--- src/rtl/chacha_pkg.sv ---
// Shared types, constants and register indices of the ChaCha20 keystream generator.
`default_nettype none

package chacha_pkg;

   localparam int NUM_WORDS      = 16;
   localparam int WORD_W         = 32;
   localparam int WORD_IDX_W     = 4;
   localparam int CFG_COUNT      = 7;
   localparam int CFG_IDX_W      = 3;
   localparam int CFG_W          = 64;
   localparam int ROUNDS_DEFAULT = 20;

   // Request kinds carried on the request tuser bit.
   localparam logic FUNC_BLOCK = 1'b0;
   localparam logic FUNC_LOAD  = 1'b1;

   // Configuration register indices.
   localparam logic [CFG_IDX_W-1:0] CSR_CONST_LO = 3'd0;
   localparam logic [CFG_IDX_W-1:0] CSR_CONST_HI = 3'd1;
   localparam logic [CFG_IDX_W-1:0] CSR_KEY_0    = 3'd2;
   localparam logic [CFG_IDX_W-1:0] CSR_KEY_1    = 3'd3;
   localparam logic [CFG_IDX_W-1:0] CSR_KEY_2    = 3'd4;
   localparam logic [CFG_IDX_W-1:0] CSR_KEY_3    = 3'd5;
   localparam logic [CFG_IDX_W-1:0] CSR_NONCE    = 3'd6;

   localparam logic [WORD_IDX_W-1:0] LAST_WORD_IDX = 4'(NUM_WORDS - 1);

   typedef logic [NUM_WORDS-1:0][WORD_W-1:0] words_type;

   typedef enum logic [1:0] {
      ST_IDLE,
      ST_ROUND,
      ST_EMIT
   } state_type;

   // Controls from the sequencer to the datapath.
   typedef struct packed {
      logic                  state_load;
      logic                  round_step;
      logic                  round_diag;
      logic                  emit;
      logic [WORD_IDX_W-1:0] emit_index;
      logic                  emit_last;
   } ctrl_type;

endpackage

`default_nettype wire

--- src/rtl/chacha_ctrl.sv ---
// Sequencer: round counting, word emission and request acceptance.
`default_nettype none

module chacha_ctrl
   import chacha_pkg::*;
#(
   parameter int ROUNDS = ROUNDS_DEFAULT
)
(
   input  logic     clock,
   input  logic     reset,
   input  logic     start,
   input  logic     out_free,
   output logic     idle,
   output ctrl_type ctrl
);

   localparam int RND_W = $clog2(ROUNDS);
   localparam logic [RND_W-1:0] LAST_ROUND = RND_W'(ROUNDS - 1);

   state_type             state_ff, state_in;
   logic [RND_W-1:0]      round_ff, round_in;
   logic [WORD_IDX_W-1:0] word_ff, word_in;

   always_comb begin
      state_in = state_ff;
      unique case (state_ff)
         ST_IDLE:  if (start) state_in = ST_ROUND;
         ST_ROUND: if (round_ff == LAST_ROUND) state_in = ST_EMIT;
         ST_EMIT:  if (out_free && word_ff == LAST_WORD_IDX) state_in = ST_IDLE;
         default:  state_in = ST_IDLE;
      endcase
   end

   always_comb begin
      idle            = 1'b0;
      ctrl.state_load = 1'b0;
      ctrl.round_step = 1'b0;
      ctrl.emit       = 1'b0;
      unique case (state_ff)
         ST_IDLE: begin
            idle            = 1'b1;
            ctrl.state_load = start;
         end
         ST_ROUND: ctrl.round_step = 1'b1;
         ST_EMIT:  ctrl.emit       = out_free;
         default:  idle            = 1'b0;
      endcase
      ctrl.round_diag = round_ff[0];
      ctrl.emit_index = word_ff;
      ctrl.emit_last  = word_ff == LAST_WORD_IDX;
   end

   always_comb begin
      round_in = round_ff;
      word_in  = word_ff;
      if (ctrl.state_load) begin
         round_in = '0;
         word_in  = '0;
      end else begin
         if (ctrl.round_step) round_in = round_ff + 1'b1;
         if (ctrl.emit)       word_in  = word_ff + 1'b1;
      end
   end

   always_ff @(posedge clock) begin
      if (reset) begin
         state_ff <= ST_IDLE;
         round_ff <= '0;
         word_ff  <= '0;
      end else begin
         state_ff <= state_in;
         round_ff <= round_in;
         word_ff  <= word_in;
      end
   end

endmodule

`default_nettype wire

--- config.mk ---
export PLATFORM = sky130hd
export DESIGN_NAME = chacha_ctrl
export DESIGN_NICKNAME = d
export VERILOG_FILES = /design/src/rtl/chacha_pkg.sv /design/src/rtl/chacha_ctrl.sv
export SDC_FILE = /design/constraint.sdc
export NUM_CORES = 1
export LEC_CHECK = 0
export ABC_AREA = 1
export CAP_MARGIN = 20
export CORE_MARGIN = 5
export CORE_UTILIZATION = 40
export DETAILED_ROUTE_END_ITERATION = 10
export DONT_BUFFER_PORTS = 1
export SYNTH_ARGS = -nofsm -noshare
export SYNTH_HDL_FRONTEND = slang
export SYNTH_SLANG_ARGS = --single-unit
--- constraint.sdc ---
create_clock -name clock -period 2.05 [get_ports clock]
set_input_delay 0.205 -clock clock [delete_from_list [all_inputs] [get_ports clock]]
set_output_delay 0.205 -clock clock [all_outputs]
set_load 0.01 [all_outputs]
==> results.md, run 1 <==
- Outcome: completed
- Multi-input logic area: between 200 and 300 sq um
- CP Launch Type: flop
- Cell breakdown of the critical path: ha_1, and3_1
- CTS tree: built
- Hold Violations, Final: 0
- Seq/Total Area, Yosys: 0.414
- Setup violators final: 0
- Max Clock Freq: between 0.7 and 0.8 GHz
- Fin util: 0.445
- Synth cell types: 17
- Cts bufs inserted: 3
- Post-synthesis compound-gate area fraction: 0.0659
- Via count: between 400 and 500
- DR iter-0 viols: 4
- # IOs: 14
- DRT Wirelength: approximately 950 um
- Crit-path slowest cell: dfxtp_1
- Number of global-route vias before repair: about 400
- Mux contribution to synthesized area: 0
- P_leak: about 0.24 nW
- Die H: around 46 um
- Skew final: between 0.003 and 0.004 ns
- # DRC: 0
- HP Class: in -> reg
- CTS root buffer: clkbuf_4
- Rel. slew slack: 0.801
- Most frequent cells in the layout: nand2_1 (13), dfxtp_1 (11), nor2_1 (10)
- Area grow syn2layout: 7.53%
- Slew Limit Fails: 0
- Worst slew pin tran: roughly 0.3 ns
- DP HPWL: about 740 um
- Adder-cell share of the synthesized area: 0.0471
- Initial antenna violation count: 0
- Gate count after technology mapping: slightly above 70
- Avg Cell Area, Syn: roughly 7.5 sq um
- Latest clock arrival within the worst-skew pair: approximately 0.26 ns
- Gpl congestion: about 0.70
- Net count after synthesis: 77
- Fin crit share: 0.665
- Sequential cell area: roughly 220 sq um
- Final hold slack: 0.135 ns
- GRT Util Overall: 0.106
- Mapped cell area: approximately 530 sq um
- Setup Crit Path Kind: reg -> out
- Core ar.: approximately 1300 sq um
- CP arrival: approximately 1.2 ns
- #FFs+latches synth: 11
- Most common cell after layout, fill and taps aside: nand2_1
- Setup tns final: 0 ns
- Row count: 13
- Max-cap viol count: 0
- Clock period minus final worst setup slack: approximately 1.4 ns
- Clk slew on worst S/H paths: ~0.07 ns
- Post-route ant nets: 0
- Critical Path Fanout Max: 5
- Post-placement worst setup slack: roughly 0.8 ns
- First-pass GRT wire length: around 1600 um
- Worst vdd ir: roughly 230 uV
- Critical path buffers and inverters: 0
- Port-buffer cells: 0
- DIE AREA: about 2200 sq um
- Grt total ovfl: 0
- Pin count of the biggest net entering global routing: 9
- XOR/XNOR Fraction of Synth Area: 0.0329
- Drt first pass iters: 4
- PwrDens: a little under 700 nW/um^2
- RSZ-0062 raised after global routing: no
- H-tree levels: 1
- Final WS setup: slightly below 0.7 ns
- # diodes: 0
- Final-stage net count: 81
- # Post-CTS Setup Buffers: 0
- Fillcell total: 130
- CP required: roughly 1.9 ns
- Synth Area in Simple Gates: 0.355
- Vias per cell: between 4 and 5
- Starting Density: 0.414
- Clock Path Buffers: 2
- Worst path max stage delay: around 0.44 ns
- CTS sink cnt: 11
- Critical path's top delay family: flip-flops
- Yosys warnings: 0
- Critical path capture point type: output port
- Post-CTS resize count: 0
- Wirelength per Cell: ~11 um
- Largest family of logic cells by synthesized area: simple AND/OR/NAND/NOR gates
- Die Wd: ~46 um
- Layout cells sized above 1: 0.0811
[worst reg2reg max path, cell delays in order, from the launching register on]
cell and delay (ns):
dfxtp_1 0.45, ha_1 0.23, nand3_1 0.10, nor2_1 0.17, nand3_1 0.09, nand2_1 0.07
nor2_1 0.04
[per-layer routing]
layer / vias to the layer above / part of all wire / track usage
li1: 234 / - / -
met3: 2 / 0.089 / 0.0508
met1: 187 / 0.43 / 0.110
met2: 13 / 0.47 / 0.168
met5: - / 0 / 0
met4: 0 / 0.0095 / 0.0682
[state kept, by name, summed over array words and instances, names as in the netlist]
name,cells
round_ff,5
state_ff,2
word_ff,4
[power by group]
group	switching [mW]	internal [mW]	leakage, nW
sequential	0.00466	0.217	0.0890
clock	0.0679	0.0752	0.0150
combinational	0.0206	0.00904	0.137
[stage by stage]
step / instance area, sq um / std cells / total power, mW
after floorplan: 532 / 71 / 0.254
after global placement: 536 / 84 / 0.255
after detailed placement: 536 / 84 / 0.255
after CTS: 572 / 89 / 0.404
after global routing: 572 / 89 / 0.414
final: 572 / 89 / 0.395
[repair_timing]
item | in CTS | in global routing
hold buffers | 1 | 0
endpoints found under the setup margin | 0 | 0
hold endpoints to repair | 2 | 0
[final timing paths]
| path | startpoint | endpoint | slack (ns) | cells past startpoint |
|---|---|---|---|---|
| hold / removal | start | state_ff[0] | 0.14 | 2 |
| setup reg to reg | round_ff[0] | round_ff[4] | 0.80 | 6 |
| hold reg to reg | round_ff[1] | round_ff[1] | 0.49 | 2 |
| setup / recovery | word_ff[0] | ctrl[0] | 0.69 | 2 |
[layout make-up]
| class | instances | area share |
|---|---|---|
| Inverter | 8 | 0.0525 |
| Timing Repair Buffer | 1 | 0.0175 |
| Multi-Input combinational cell | 50 | 0.466 |
| Sequential cell | 11 | 0.385 |
| Clock buffer | 4 | 0.0460 |
| Tap cell | 15 | 0.0328 |
[cells by family after synthesis]
| group | Yosys count |
|---|---|
| buf+inv | 10 |
| simple gates | 39 |
| xor+xnor | 2 |
| compound gates | 7 |
| fa+ha+maj | 2 |
| flops | 11 |
[synthesized netlist by cell type]
cell type / instances / area share
nand2_2: 1 / 0.012
and3_1: 1 / 0.012
a21oi_1: 7 / 0.066
nand2_1: 13 / 0.092
buf_4: 2 / 0.028
or2_0: 1 / 0.012
nand4_1: 2 / 0.024
ha_1: 2 / 0.047
inv_1: 8 / 0.056
nor3_1: 1 / 0.0094
dfxtp_1: 11 / 0.41
nor3b_1: 2 / 0.028
nand3_2: 1 / 0.019
xor2_1: 2 / 0.033
nor2_1: 10 / 0.071
nand3_1: 6 / 0.056
nand2_4: 1 / 0.021
(Power assumes the default switching activity.)
==> inputs of run 2 (changes only) <==
- clock period: 2.05 -> 1.1 ns (I/O delays scaled with it)
==> run 2 against run 1 <==
Net effect: the run now ends with negative hold slack left; first-iteration DRC count increased by 130%; non-clock buffer count increased by 13; cell count increased by 15%; cell area increased by 32%; total power increased by 100%; clock skew decreased by 0.00093 ns; worst hold slack got worse by 0.14 ns; largest power group unchanged.
==> results.md, run 2 (synthesized netlist as in run 1, its figures left out) <==
- Most frequent cells in the layout: buf_4 (13), nand2_1 (12), nor2_1 (8) (was nand2_1 (13), dfxtp_1 (11), nor2_1 (10))
- CP Launch Type: flop (unchanged)
- GRT Util Overall: 0.139 (was 0.106)
- Most common cell after layout, fill and taps aside: buf_4 (was nand2_1)
- Rel. slew slack: 0.849 (was 0.801)
- Via count: 519 (was 436)
- Switch share: 0.265 (was 0.236)
- Sequential share of power: 0.520 (was 0.562)
- Max Clock Freq: 0.926 GHz
- DIE AREA: 2160 sq um (unchanged)
- Row count: 13 (unchanged)
- Clock network fraction of total power: 0.361 (was 0.363)
- Number of global-route vias before repair: 490 (was 395)
- Max-cap viol count: 0 (unchanged)
- Worst Reg-to-Reg Cells: 6 (unchanged)
- Setup violators final: 0 (unchanged)
- Top reg by flops: round_ff (unchanged)
- First-pass GRT wire length: 1970 um (was 1570 um)
- H-tree levels: 1 (unchanged)
- Clock period minus final worst setup slack: 1.08 ns
- Wirelength per Cell: 12.9 um (was 10.7 um)
- Int Pwr: 586 uW (was 301 uW)
- Clk slew on worst S/H paths: 0.07 ns (about the same)
- Core ar.: 1280 sq um (unchanged)
- RR Startpoint: round_ff[1] (was round_ff[0])
- Layout cells sized above 1: 0.437 (was 0.0811)
- DRT Wirelength: 1320 um (was 948 um)
- Vias per cell: 5.09 (was 4.90)
- Cell breakdown of the critical path: ha_4, and3_4 (was ha_1, and3_1)
- CP required: 0.99 ns (was 1.85 ns)
- # DRC: 0 (unchanged)
- DP HPWL: 862 um (was 744 um)
- # IOs: 14 (unchanged)
- # diodes: 0 (unchanged)
- Switching Power: 212 uW (was 93.2 uW)
- Slew Limit Fails: 0 (unchanged)
- RSZ-0062 raised after global routing: yes (was no)
- Final hold slack: -0.00582 ns (was 0.135 ns)
- Worst Hold Depth: 2 (unchanged)
- Hold Path End: state_ff[0] (unchanged)
- CP arrival: 0.97 ns (was 1.16 ns)
- CTS sink cnt: 11 (unchanged)
- Grt total ovfl: 0 (unchanged)
- Combinational power share: 0.119 (was 0.075)
- Worst path max stage delay: 0.35 ns (was 0.44 ns)
- Hold Violations, Final: 1 (was 0)
- Crit-path slowest cell: dfxtp_2 (was dfxtp_1)
- CTS root buffer: clkbuf_4 (unchanged)
- PwrDens: 1050 nW/um^2 (was 690 nW/um^2)
- Hold wc startpoint: start (unchanged)
- Critical Path Fanout Max: 3 (was 5)
- Top Registers: round_ff (5), word_ff (4), state_ff (2) (unchanged)
- R2r endpoint: round_ff[4] (unchanged)
- Critical path's top delay family: flip-flops (unchanged)
- Critical path buffers and inverters: 0 (unchanged)
- Port-buffer cells: 0 (unchanged)
- Worst slew pin tran: 0.226 ns (was 0.297 ns)
- Latest clock arrival within the worst-skew pair: 0.28 ns (was 0.26 ns)
- Fin crit share: 0.981
- Post-route ant nets: 0 (unchanged)
- HP Class: in -> reg (unchanged)
- P_leak: 0.308 nW (was 0.241 nW)
- Fin util: 0.589 (was 0.445)
- Initial antenna violation count: 0 (unchanged)
- Max reg flops: 5 (unchanged)
- Skew final: 0.00303 ns (was 0.00396 ns)
- Clock Path Buffers: 2 (unchanged)
- Starting Density: 0.414 (unchanged)
- Failing checks: negative hold slack
- Die Wd: 46.5 um (unchanged)
- DR iter-0 viols: 9 (was 4)
- Setup Crit Path Kind: reg -> out (unchanged)
- Critical path capture point type: output port (unchanged)
- Worst vdd ir: 810 uV (was 234 uV)
- Area grow syn2layout: 42.4% (was 7.53%)
- Gpl congestion: 0.722 (was 0.703)
- Pin count of the biggest net entering global routing: 9 (unchanged)
- CTS tree: built (unchanged)
- Die H: 46.5 um (unchanged)
- Cts bufs inserted: 3 (unchanged)
- Final-stage net count: 94 (was 81)
- Drt first pass iters: 6 (was 4)
- Outcome: finished with violations (was completed)
- Worst R2R Setup Slack: 0.04 ns (was 0.80 ns)
-- run 2: worst max path at each step --
| stage | endpoint | slack [ns] | startpoint | depth (start not counted) |
|---|---|---|---|---|
| floorplan | round_ff[4] | 0.04 | round_ff[0] | 6 |
| global placement | round_ff[4] | 0.06 | round_ff[0] | 6 |
| detailed placement | round_ff[4] | -0.001 | round_ff[1] | 6 |
| global route | round_ff[4] | -0.05 | round_ff[1] | 6 |
| finish | ctrl[0] | 0.02 | word_ff[0] | 2 |
| CTS | ctrl[8] | -0.02 | state_ff[1] | 3 |
-- run 2: power groups by stage --
stage	clock (mW)	sequential [mW]	combinational (mW)
finish	0.288	0.415	0.0950
global route	0.315	0.416	0.104
CTS	0.291	0.411	0.0825
detailed placement	0	0.419	0.0718
global placement	0	0.419	0.0707
floorplan	0	0.419	0.0533
-- run 2: cell type report --
class	instances	area, sq um
Sequential cell	11	230
Tap cell	15	18.8
Fill cell	113	528
Timing Repair Buffer	14	108
Multi-Input combinational cell	50	342
Inverter	8	32.5
Clock buffer	4	26.3
-- run 2: metal layers --
layer | share of wire | vias to the layer above | track usage
li1 | - | 261 | -
met1 | 0.36 | 243 | 0.106
met2 | 0.56 | 11 | 0.266
met3 | 0.060 | 4 | 0.0586
met4 | 0.019 | 0 | 0.102
met5 | 0 | - | 0
-- run 2: stage by stage --
step | cells | cell area [sq um] | power [mW] | setup TNS (ns) | worst slack (ns)
after global routing | 102 | 757 | 0.834 | -0.0832 | -0.0469
after detailed placement | 91 | 588 | 0.490 | -0.00119 | -0.00119
after global placement | 91 | 588 | 0.490 | 0 | 0.0564
after CTS | 99 | 677 | 0.785 | -0.0330 | -0.0194
final | 102 | 757 | 0.798 | 0 | 0.0205
after floorplan | 71 | 532 | 0.473 | 0 | 0.0352
-- run 2: timing repair --
item,CTS,global route
pin swaps,1,3
hold endpoints to repair,2,0
setup endpoints to repair,6,6
hold buffers,1,0
resized for setup,11,17
setup buffers,3,3
==> inputs of run 3 (changes only) <==
--- a/config.mk
+++ b/config.mk
@@ -13,2 +13,4 @@
 export DONT_BUFFER_PORTS = 1
+export SETUP_SLACK_MARGIN = 0.1
+export SKIP_LAST_GASP = 1
 export SYNTH_ARGS = -nofsm -noshare
--- a/constraint.sdc
+++ b/constraint.sdc
@@ -3,2 +3,2 @@
 set_output_delay 0.11 -clock clock [all_outputs]
-set_load 0.01 [all_outputs]
+set_load 0.02 [all_outputs]
==> run 3 against run 2 <==
Net effect: the flow now finishes without violations; non-clock buffer count increased by 3; critical endpoint unchanged; sequential power about the same; global-route usage increased by 0.37 points; core utilization increased by 5.1 points; critical path depth unchanged; setup slack got worse by 0.013 ns; combinational power increased by 25%; register-to-register slack about the same.
==> results.md, run 3 (synthesized netlist as in run 1, its figures left out) <==
- Outcome: completed (was finished with violations)
- Critical Path Fanout Max: 2 (was 3)
- Clk slew on worst S/H paths: 0.07 ns (about the same)
- Number of global-route vias before repair: 506 (was 490)
- Critical path buffers and inverters: 0 (unchanged)
- Worst path max stage delay: 0.37 ns (was 0.35 ns)
- Worst R2R Setup Slack: 0.05 ns (was 0.04 ns)
- Cts bufs inserted: 3 (unchanged)
- Worst slew pin tran: 0.256 ns (was 0.226 ns)
- Setup violators final: 0 (unchanged)
- R2r endpoint: round_ff[3] (was round_ff[4])
- RR Startpoint: state_ff[1] (was round_ff[1])
- CP Launch Type: flop (unchanged)
- Starting Density: 0.414 (unchanged)
- Worst vdd ir: 635 uV (was 810 uV)
- Critical path capture point type: output port (unchanged)
- Via count: 510 (was 519)
- CP arrival: 0.98 ns (was 0.97 ns)
- Post-placement worst setup slack: 0.0252 ns (was -0.00119 ns)
- Hold Path End: state_ff[0] (unchanged)
- Grt total ovfl: 0 (unchanged)
- Post-layout instance area: 822 sq um (was 757 sq um)
- Setup tns final: 0 ns (unchanged)
- Gpl congestion: 0.732 (was 0.722)
- Max reg flops: 5 (unchanged)
- Power, Total: 805 uW (was 798 uW)
- Critical path's top delay family: flip-flops (unchanged)
- GRT Util Overall: 0.143 (was 0.139)
- Max Clock Freq: 0.915 GHz (was 0.926 GHz)
- Most frequent cells in the layout: nand2_1 (12), buf_4 (10), nor2_1 (6), buf_6 (6), nand3_1 (5) (was buf_4 (13), nand2_1 (12), nor2_1 (8))
- Cell breakdown of the critical path: ha_4, and3_4 (unchanged)
- Post-DP Area: 608 sq um (was 588 sq um)
- Die H: 46.5 um (unchanged)
- DR iter-0 viols: 6 (was 9)
- DRT Wirelength: 1360 um (was 1320 um)
- # DRC: 0 (unchanged)
- Worst Reg-to-Reg Cells: 5 (was 6)
- Vias per cell: 4.86 (was 5.09)
- DP HPWL: 788 um (was 862 um)
- CTS sink cnt: 11 (unchanged)
- # diodes: 0 (unchanged)
- PwrDens: 979 nW/um^2 (was 1050 nW/um^2)
- CTS root buffer: clkbuf_4 (unchanged)
- Die Wd: 46.5 um (unchanged)
- RSZ-0062 raised after global routing: yes (unchanged)
- # IOs: 14 (unchanged)
- First-pass GRT wire length: 2140 um (was 1970 um)
- Hold Violations, Final: 0 (was 1)
- Most common cell after layout, fill and taps aside: nand2_1 (was buf_4)
- Area grow syn2layout: 54.6% (was 42.4%)
- Fin util: 0.640 (was 0.589)
- Wirelength per Cell: 13.0 um (was 12.9 um)
- Crit-path slowest cell: dfxtp_4 (was dfxtp_2)
- Final-stage net count: 97 (was 94)
- Pin count of the biggest net entering global routing: 9 (unchanged)
- Fin crit share: 0.993 (was 0.981)
- CTS tree: built (unchanged)
- DIE AREA: 2160 sq um (unchanged)
- Core ar.: 1280 sq um (unchanged)
- Row count: 13 (unchanged)
- H-tree levels: 1 (unchanged)
- Slew Limit Fails: 0 (unchanged)
- Clock period minus final worst setup slack: 1.09 ns (was 1.08 ns)
- Max-cap viol count: 0 (unchanged)
- Port-buffer cells: 0 (unchanged)
- Hold wc startpoint: start (unchanged)
- Clock Path Buffers: 2 (unchanged)
- Top reg by flops: round_ff (unchanged)
- Post-route ant nets: 0 (unchanged)
- Layout cells sized above 1: 0.522 (was 0.437)
- P_leak: 0.330 nW (was 0.308 nW)
- Skew final: 0.00354 ns (was 0.00303 ns)
- Drt first pass iters: 4 (was 6)
- Initial antenna violation count: 0 (unchanged)
- Top Registers: round_ff (5), word_ff (4), state_ff (2) (unchanged)
- Setup Crit Path Kind: reg -> out (unchanged)
- CP required: 0.99 ns (about the same)
- Rel. slew slack: 0.829 (was 0.849)
- Critical path origin: word_ff[1] (was word_ff[0])
- HP Class: in -> reg (unchanged)
- Final WS setup: 0.00740 ns (was 0.0205 ns)
- Latest clock arrival within the worst-skew pair: 0.27 ns (was 0.28 ns)
- Worst Hold Depth: 2 (unchanged)
run 3: cell types whose count changed in the layout (fill, tap and decap cells not counted), sizes merged:
cell,delta
buf,+3
run 3: worst max-delay path by stage:
stage / endpoint / slack [ns] / cells after the start
5_1_grt: round_ff[3] / -0.03 / 4
6_report: ctrl[0] / 0.007 / 2
3_3_place_gp: round_ff[4] / 0.06 / 6
2_1_floorplan: round_ff[4] / 0.03 / 6
3_5_place_dp: round_ff[4] / 0.03 / 6
4_1_cts: ctrl[0] / 0.01 / 2
run 3: metrics by stage:
stage | hold WS (ns) | std cells
final | 0.0137 | 105
after CTS | 0.0141 | 105
after global routing | 0.0120 | 105
after detailed placement | 0.181 | 93
after global placement | 0.182 | 93
after floorplan | 0.179 | 71
run 3: cell type report:
type / count / area [sq um]
fill: 103 / 463
multi-input combinational: 50 / 348
sequential: 11 / 236
timing repair buffer: 17 / 153
inverter: 8 / 40.0
clock buffer: 4 / 26.3
tap: 15 / 18.8
run 3: repair_timing:
item | 4_1_cts | 5_1_grt
endpoints found under the setup margin | 8 | 18
buffers inserted | 7 | 0
hold endpoints to repair | 2 | 0
pin swaps | 6 | 5
hold buffers | 1 | 0
gates resized for setup | 25 | 17
run 3: report_power, final:
part / switching, mW / internal, mW / leakage [nW]
Combinational: 0.0693 / 0.0493 / 0.221
Clock: 0.134 / 0.140 / 0.0150
Sequential: 0.0117 / 0.400 / 0.0931
run 3: per-layer routing:
metal / wire length [um] / track usage
met1: 517 / 0.150
met3: 62 / 0.0234
met5: 0 / 0
met4: 12 / 0.0852
met2: 767 / 0.261
run 3: worst reg2reg max path: cells and delay by family, from the launching register on:
kind	cells	cell delay, ns
flops	1	0.37
buf+inv	2	0.20
simple gates	3	0.37
